--- src/rtl/vhmt_pkg.sv ---
// Shared types and constants for the virtual handle map table.
// No dependencies; used by vhmt_cell and virtual_handle_map_table.
package vhmt_pkg;

    localparam int HANDLE_W = 32;
    localparam int ACTION_W = 2;
    localparam int STATUS_W = 2;

    // action codes
    localparam logic [ACTION_W-1:0] ACT_NEW = 2'd0;
    localparam logic [ACTION_W-1:0] ACT_MAP = 2'd1;
    localparam logic [ACTION_W-1:0] ACT_DEL = 2'd2;

    // status codes
    localparam logic [STATUS_W-1:0] ST_OK        = 2'd0;
    localparam logic [STATUS_W-1:0] ST_NOT_FOUND = 2'd1;
    localparam logic [STATUS_W-1:0] ST_FULL      = 2'd2;

    // lookup token that walks the cell row
    typedef struct packed {
        logic                valid;
        logic                del;
        logic                found;
        logic [HANDLE_W-1:0] key;
        logic [HANDLE_W-1:0] data;
    } token_t;

    typedef enum logic [2:0] {
        ST_IDLE = 3'b001,
        ST_WALK = 3'b010,
        ST_DONE = 3'b100
    } state_t;

endpackage

--- src/rtl/vhmt_cell.sv ---
// One table slot: holds a client/real handle pair and passes the lookup token on.
// Depends on vhmt_pkg.
module vhmt_cell #(
    parameter int IDX   = 0,
    parameter int CNT_W = 5
) (
    input  logic                          aclk,
    input  logic                          aresetn,
    input  logic [CNT_W-1:0]              cnt,
    input  vhmt_pkg::token_t              tok_in,
    output vhmt_pkg::token_t              tok_out,
    input  logic                          wr_en,
    input  logic [vhmt_pkg::HANDLE_W-1:0] wr_client,
    input  logic [vhmt_pkg::HANDLE_W-1:0] wr_real,
    input  logic                          pull_in,
    input  logic [vhmt_pkg::HANDLE_W-1:0] nbr_client,
    input  logic [vhmt_pkg::HANDLE_W-1:0] nbr_real,
    output logic                          pull_out,
    output logic [vhmt_pkg::HANDLE_W-1:0] client_out,
    output logic [vhmt_pkg::HANDLE_W-1:0] real_out
);

    logic [vhmt_pkg::HANDLE_W-1:0] client_reg, client_next;
    logic [vhmt_pkg::HANDLE_W-1:0] real_reg, real_next;
    vhmt_pkg::token_t              tok_reg, tok_next;
    logic                          hit;

    // first valid match along the row
    assign hit = tok_in.valid && !tok_in.found && (cnt > CNT_W'(IDX))
                 && (client_reg == tok_in.key);

    // a delete already matched upstream: the previous slot takes this entry
    assign pull_out = tok_in.valid && tok_in.del && tok_in.found;

    always_comb begin
        tok_next       = tok_in;
        tok_next.found = tok_in.found | hit;
        if (hit) begin
            tok_next.data = real_reg;
        end
    end

    // entry update: append write or shift down from the neighbor
    always_comb begin
        client_next = client_reg;
        real_next   = real_reg;
        priority if (wr_en) begin
            client_next = wr_client;
            real_next   = wr_real;
        end else if (pull_in) begin
            client_next = nbr_client;
            real_next   = nbr_real;
        end
    end

    always_ff @(posedge aclk) begin
        client_reg <= client_next;
        real_reg   <= real_next;
    end

    always_ff @(posedge aclk) begin
        if (!aresetn) begin
            tok_reg <= '0;
        end else begin
            tok_reg <= tok_next;
        end
    end

    assign tok_out    = tok_reg;
    assign client_out = client_reg;
    assign real_out   = real_reg;

endmodule

--- src/rtl/virtual_handle_map_table.sv ---
// Virtual handle map table: ordered client-to-real handle map in a row of cells.
// Sequence: new and unused actions pass from idle through done to the output register;
// map and delete walk the token along the row, one cell per cycle, then go to done.
// Throughput: one item at a time, a new beat taken only in the idle state;
// a result stalled by m_tready holds the next item in the done state.
// Reset (aresetn low, synchronous): table empty, next client handle 1, no beat pending.
// Depends on vhmt_pkg and vhmt_cell.
module virtual_handle_map_table #(
    parameter int ENTRIES = 16
) (
    input  logic        aclk,
    input  logic        aresetn,
    input  logic        s_tvalid,
    output logic        s_tready,
    input  logic [39:0] s_tdata,   // [1:0] action, [33:2] handle, [39:34] zero
    output logic        m_tvalid,
    input  logic        m_tready,
    output logic [39:0] m_tdata    // [31:0] handle_out, [33:32] status, [39:34] zero
);

    localparam int CNT_W = $clog2(ENTRIES + 1);
    localparam int HW    = vhmt_pkg::HANDLE_W;

    vhmt_pkg::state_t              state_reg, state_next;
    logic [CNT_W-1:0]              count_reg, count_next;
    logic [HW-1:0]                 next_id_reg, next_id_next;
    vhmt_pkg::token_t              tok0_reg, tok0_next;
    logic [HW-1:0]                 res_handle_reg, res_handle_next;
    logic [vhmt_pkg::STATUS_W-1:0] res_status_reg, res_status_next;
    logic                          m_tvalid_reg, m_tvalid_next;
    logic [39:0]                   m_tdata_reg, m_tdata_next;

    logic [vhmt_pkg::ACTION_W-1:0] in_action;
    logic [HW-1:0]                 in_handle;
    logic                          accept;
    logic                          full;
    logic                          wr_en;

    vhmt_pkg::token_t tok    [ENTRIES+1];
    logic [HW-1:0]    client [ENTRIES];
    logic [HW-1:0]    realh  [ENTRIES];
    logic             pull   [ENTRIES];

    assign in_action = s_tdata[1:0];
    assign in_handle = s_tdata[33:2];
    assign s_tready  = (state_reg == vhmt_pkg::ST_IDLE);
    assign accept    = s_tvalid && s_tready;
    assign full      = (count_reg == CNT_W'(ENTRIES));
    assign wr_en     = accept && (in_action == vhmt_pkg::ACT_NEW) && !full;

    assign tok[0] = tok0_reg;

    // row of table cells
    for (genvar i = 0; i < ENTRIES; i++) begin : g_cell
        logic          pull_in;
        logic [HW-1:0] nbr_client;
        logic [HW-1:0] nbr_real;

        if (i < ENTRIES - 1) begin : g_mid
            assign pull_in    = pull[i+1];
            assign nbr_client = client[i+1];
            assign nbr_real   = realh[i+1];
        end else begin : g_last
            assign pull_in    = 1'b0;
            assign nbr_client = '0;
            assign nbr_real   = '0;
        end

        vhmt_cell #(
            .IDX   (i),
            .CNT_W (CNT_W)
        ) u_cell (
            .aclk       (aclk),
            .aresetn    (aresetn),
            .cnt        (count_reg),
            .tok_in     (tok[i]),
            .tok_out    (tok[i+1]),
            .wr_en      (wr_en && (count_reg == CNT_W'(i))),
            .wr_client  (next_id_reg),
            .wr_real    (in_handle),
            .pull_in    (pull_in),
            .nbr_client (nbr_client),
            .nbr_real   (nbr_real),
            .pull_out   (pull[i]),
            .client_out (client[i]),
            .real_out   (realh[i])
        );
    end

    // control sequencer
    always_comb begin
        state_next      = state_reg;
        count_next      = count_reg;
        next_id_next    = next_id_reg;
        tok0_next       = '0;
        res_handle_next = res_handle_reg;
        res_status_next = res_status_reg;
        m_tvalid_next   = m_tvalid_reg && !m_tready;
        m_tdata_next    = m_tdata_reg;

        unique case (state_reg)
            vhmt_pkg::ST_IDLE: begin
                if (accept) begin
                    res_handle_next = '0;
                    res_status_next = vhmt_pkg::ST_OK;
                    unique case (in_action)
                        vhmt_pkg::ACT_NEW: begin
                            if (full) begin
                                res_status_next = vhmt_pkg::ST_FULL;
                            end else begin
                                res_handle_next = next_id_reg;
                                next_id_next    = next_id_reg + HW'(1);
                                count_next      = count_reg + CNT_W'(1);
                            end
                            state_next = vhmt_pkg::ST_DONE;
                        end
                        vhmt_pkg::ACT_MAP, vhmt_pkg::ACT_DEL: begin
                            tok0_next.valid = 1'b1;
                            tok0_next.del   = (in_action == vhmt_pkg::ACT_DEL);
                            tok0_next.key   = in_handle;
                            state_next      = vhmt_pkg::ST_WALK;
                        end
                        default: begin
                            state_next = vhmt_pkg::ST_DONE;
                        end
                    endcase
                end
            end
            vhmt_pkg::ST_WALK: begin
                // token leaves the last cell
                if (tok[ENTRIES].valid) begin
                    res_status_next = tok[ENTRIES].found ? vhmt_pkg::ST_OK
                                                         : vhmt_pkg::ST_NOT_FOUND;
                    res_handle_next = (tok[ENTRIES].found && !tok[ENTRIES].del)
                                      ? tok[ENTRIES].data : '0;
                    if (tok[ENTRIES].del && tok[ENTRIES].found) begin
                        count_next = count_reg - CNT_W'(1);
                    end
                    state_next = vhmt_pkg::ST_DONE;
                end
            end
            vhmt_pkg::ST_DONE: begin
                if (!m_tvalid_reg || m_tready) begin
                    m_tvalid_next = 1'b1;
                    m_tdata_next  = {6'b0, res_status_reg, res_handle_reg};
                    state_next    = vhmt_pkg::ST_IDLE;
                end
            end
            default: begin
                state_next = vhmt_pkg::ST_IDLE;
            end
        endcase
    end

    always_ff @(posedge aclk) begin
        if (!aresetn) begin
            state_reg    <= vhmt_pkg::ST_IDLE;
            count_reg    <= '0;
            next_id_reg  <= HW'(1);
            tok0_reg     <= '0;
            m_tvalid_reg <= 1'b0;
        end else begin
            state_reg    <= state_next;
            count_reg    <= count_next;
            next_id_reg  <= next_id_next;
            tok0_reg     <= tok0_next;
            m_tvalid_reg <= m_tvalid_next;
        end
    end

    always_ff @(posedge aclk) begin
        res_handle_reg <= res_handle_next;
        res_status_reg <= res_status_next;
        m_tdata_reg    <= m_tdata_next;
    end

    assign m_tvalid = m_tvalid_reg;
    assign m_tdata  = m_tdata_reg;

endmodule
--- config.mk ---
export PLATFORM = sky130hd
export DESIGN_NAME = virtual_handle_map_table
export DESIGN_NICKNAME = d
export VERILOG_FILES = /design/src/rtl/vhmt_pkg.sv /design/src/rtl/vhmt_cell.sv /design/src/rtl/virtual_handle_map_table.sv
export SDC_FILE = /design/constraint.sdc
export NUM_CORES = 2
export LEC_CHECK = 0
export BUFFER_PORTS_ARGS = -buffer_cell sky130_fd_sc_hd__buf_2
export CAP_MARGIN = 20
export CELL_PAD_IN_SITES_DETAIL_PLACEMENT = 0
export CELL_PAD_IN_SITES_GLOBAL_PLACEMENT = 1
export CORE_MARGIN = 5
export CORE_UTILIZATION = 32
export DETAILED_ROUTE_END_ITERATION = 10
export PLACE_DENSITY_LB_ADDON = 0.1
export SETUP_SLACK_MARGIN = 0.1
export SLEW_MARGIN = 20
export SYNTH_ARGS = -nofsm -noshare
export SYNTH_HDL_FRONTEND = slang
export SYNTH_SLANG_ARGS = --single-unit
--- constraint.sdc ---
create_clock -name aclk -period 3.7 [get_ports aclk]
set_input_delay 0.74 -clock aclk [delete_from_list [all_inputs] [get_ports aclk]]
set_output_delay 0.74 -clock aclk [all_outputs]
set_load 0.02 [all_outputs]
==> results.json <==
{
  "drive_gt1_frac": 0.2248,
  "power_per_standard_cell_area_nw_per_um2": 511.7,
  "slew-limit-headroom": 0.3302,
  "number_of_global_route_vias_before_repair": 54019,
  "final.fill_count": 26310,
  "postRouteAntennaNets": 0,
  "cp_slowest_stage_delay_ns": 0.86,
  "ys_warn_count": 0,
  "rows": 192,
  "worst_tran_pin_value_ns": 1.005,
  "hold_viol_final": 0,
  "maxSlewViolCount": 0,
  "clock-root-buffer": "clkbuf_16",
  "achievable-frequency_ghz": 0.3037,
  "gp_routability_congestion": 0.7864,
  "dpl_cell_area_um2": 93430,
  "synth_cells": 6689,
  "post_layout_cell_count": 10589,
  "synth_edf_count": 1092,
  "placed_cells": 10095,
  "grt_util_all_layers": 0.1865,
  "drt_pre_antenna_iters": 5,
  "largest_reg_flops": 1040,
  "combinational_group_share_of_total_power": 0.018,
  "layout.cell_area.non_filler_um2": 101900,
  "count_of_clock_tree_sinks": 2207,
  "cp_data_arrival_time_ns": 3.96,
  "net_load_switching_power_uw": 11170,
  "critical_path.endpoint_type": "flop",
  "main_flop_type_after_synthesis": "dfxtp_1",
  "routed_wirelength_um": 271400,
  "min_path_type": "input pin to flop",
  "clk_pin_slew_worst_paths_ns": 0.06,
  "cellLeakagePower_uw": 0.03667,
  "regArea_um2": 55120,
  "grt_max_degree": 179,
  "detailedRoute.firstIterationViolations": 2970,
  "layout-area-overhead-vs-synth_pct": 15.99,
  "synth_area_per_cell_um2": 13.14,
  "cts_resized": 0,
  "viasPerCell": 4.729,
  "reg2reg_slack_ns": 0.41,
  "worst-setup-path-type": "flop to flop",
  "io-pin-count": 86,
  "vertical_die_dimension_um": 534.0,
  "vias": 50074,
  "cp_data_required_time_ns": 4.37,
  "grt_first_pass_wirelength_um": 392200,
  "cts.hold.buffers_added": 0,
  "design.die.area_um2": 285200,
  "number_of_antenna_violations_at_the_first_check_in_global_routing": 20,
  "start_util": 0.3211,
  "core-area_um2": 273600,
  "intPower_uw": 40980,
  "crit_chain": "nor3b_1, buf_4, a2111oi_1, nand4_1, buf_12, mux2i_1",
  "critPathMaxFanout": 33,
  "final.min_clock_period_ns": 3.292,
  "finalSetupTns_ns": 0,
  "post-cts-setup-buffers": 0,
  "drc_errors": 0,
  "post_drt_wl_per_cell_um": 25.63,
  "min_period_over_period": 0.8899,
  "rsz0062_at_grt": "false",
  "seq_area_frac_synth": 0.6272,
  "cts-buffers-inserted": 268,
  "power.clock.fraction": 0.490,
  "cts_tree": "built",
  "multi_input_area_um2": 31000,
  "max_cap_viol_count": 0,
  "worst_setup_path_start_kind": "flop",
  "mappedNetlistArea_um2": 87870,
  "finalSetupViolations": 0,
  "clkLatencyLatePin_ns": 0.85,
  "globalRouteOverflowTotal": 0,
  "power.sequential.fraction": 0.491,
  "fin_nets": 6829,
  "status": "completed",
  "sw_frac_of_total": 0.2142,
  "timing.clock.skew_ns": 0.04814,
  "ys_ff_latch": 2207,
  "path_delay_family": "compound AO/OA/AOI/OAI gates",
  "numPortBuffers": 73,
  "async_flop_share": 0,
  "ys_types": 60,
  "die_w_um": 534.0,
  "max-vdd-ir-drop_mv": 0.4081,
  "critical-path-slowest-cell": "a2111oi_1",
  "critPathBufInv": 2,
  "clock_tree_buf_depth": 4,
  "cts_max_level": 5,
  "hpwlAfterDp_um": 185900
}
-- cell usage in the layout (no fill, tap or decap), types with 32 or more instances in the layout --
cell / netlist / final
a22o_1: 32 / 32
clkbuf_16: 0 / 278
nand4_1: 54 / 54
xnor2_1: 164 / 164
nand2_1: 1015 / 1012
nor4_1: 92 / 90
mux2i_1: 483 / 483
clkbuf_1: 282 / 98
and2_1: 576 / 575
nor2_1: 49 / 40
mux2_1: 53 / 53
dfxtp_1: 1115 / 1112
xor2_1: 361 / 361
edfxtp_1: 1092 / 1092
buf_2: 109 / 72
buf_4: 26 / 99
nand3_1: 46 / 43
buf_12: 0 / 81
mux2_2: 897 / 897
-- layout make-up --
type                       instances  share of cell area
clock inverter                    75            0.007071
multi-input combinational       4023              0.3041
antenna                           13           0.0003192
tap                             3589             0.04406
clock buffer                     406             0.07592
timing repair buffer             253             0.02688
inverter                          23           0.0008470
sequential                      2207              0.5408
-- final timing paths --
| check | start | endpoint | depth (start not counted) |
|---|---|---|---|
| setup / recovery | count_reg[4] | g_cell[11].u_cell.tok_out[24] | 6 |
| hold / removal | s_tdata[1] | tok[1137] | 3 |
| setup reg to reg | count_reg[4] | g_cell[11].u_cell.tok_out[24] | 6 |
| hold reg to reg | res_handle_reg[13] | m_tdata[13] | 0 |
-- cell families after synthesis --
kind of cell    count (synthesis)  synth area share
flops                        2207            0.6272
simple gates                 1921            0.1081
mux                          1433            0.1768
xor+xnor                      525           0.05233
buf+inv                       464           0.02351
compound gates                129           0.01079
fa+ha+maj                       9          0.001282
other cells                     1        0.00004268
-- metal layers --
metal | vias up | global-route usage | share of wire
met5 | - | 0 | 0.00015
met4 | 6 | 0.04847 | 0.027
met3 | 363 | 0.02242 | 0.030
met2 | 780 | 0.3248 | 0.49
met1 | 25532 | 0.2457 | 0.45
li1 | 23393 | - | -
-- Yosys cell counts (all sizes together) (25+ instances only) --
cell	count	area, um^2
xor2	361	3162
mux2i	483	4835
nand3	46	230.2
edfxtp	1092	32790
and2	576	3603
clkbuf	282	1059
nand4	54	337.8
o21ai	25	125.1
nor2	50	190.2
dfxtp	1115	22320
xnor2	164	1436
mux2	950	10700
nor4	103	800.8
nand2	1015	3810
a21oi	25	125.1
a22o	32	280.3
buf	159	920.9
-- stage by stage --
stage,setup WS (ns),utilization,total power (uW),hold WS [ns]
floorplan,0.2138,-,26660,0.4003
global placement,0.1791,0.3414,27140,0.4048
detailed placement,0.4488,0.3415,27150,0.4045
CTS,0.3985,0.3724,53050,0.1767
global route,0.3298,0.3724,54090,0.2431
finish,0.4075,0.3725,52150,0.2644
-- tightest hold or removal path, stage by stage --
cell    delay (ns)
buf_2         0.09
ha_1          0.14
and2_1        0.11
-- power groups by stage --
stage	sequential, uW	clock, uW	combinational, uW
2_1_floorplan	26100	0	539
3_3_place_gp	26200	0	990
3_5_place_dp	26200	0	994
4_1_cts	25600	26400	997
5_1_grt	25600	27400	1050
6_report	25600	25600	960
No activity file was read; power rests on OpenSTA's default activity.
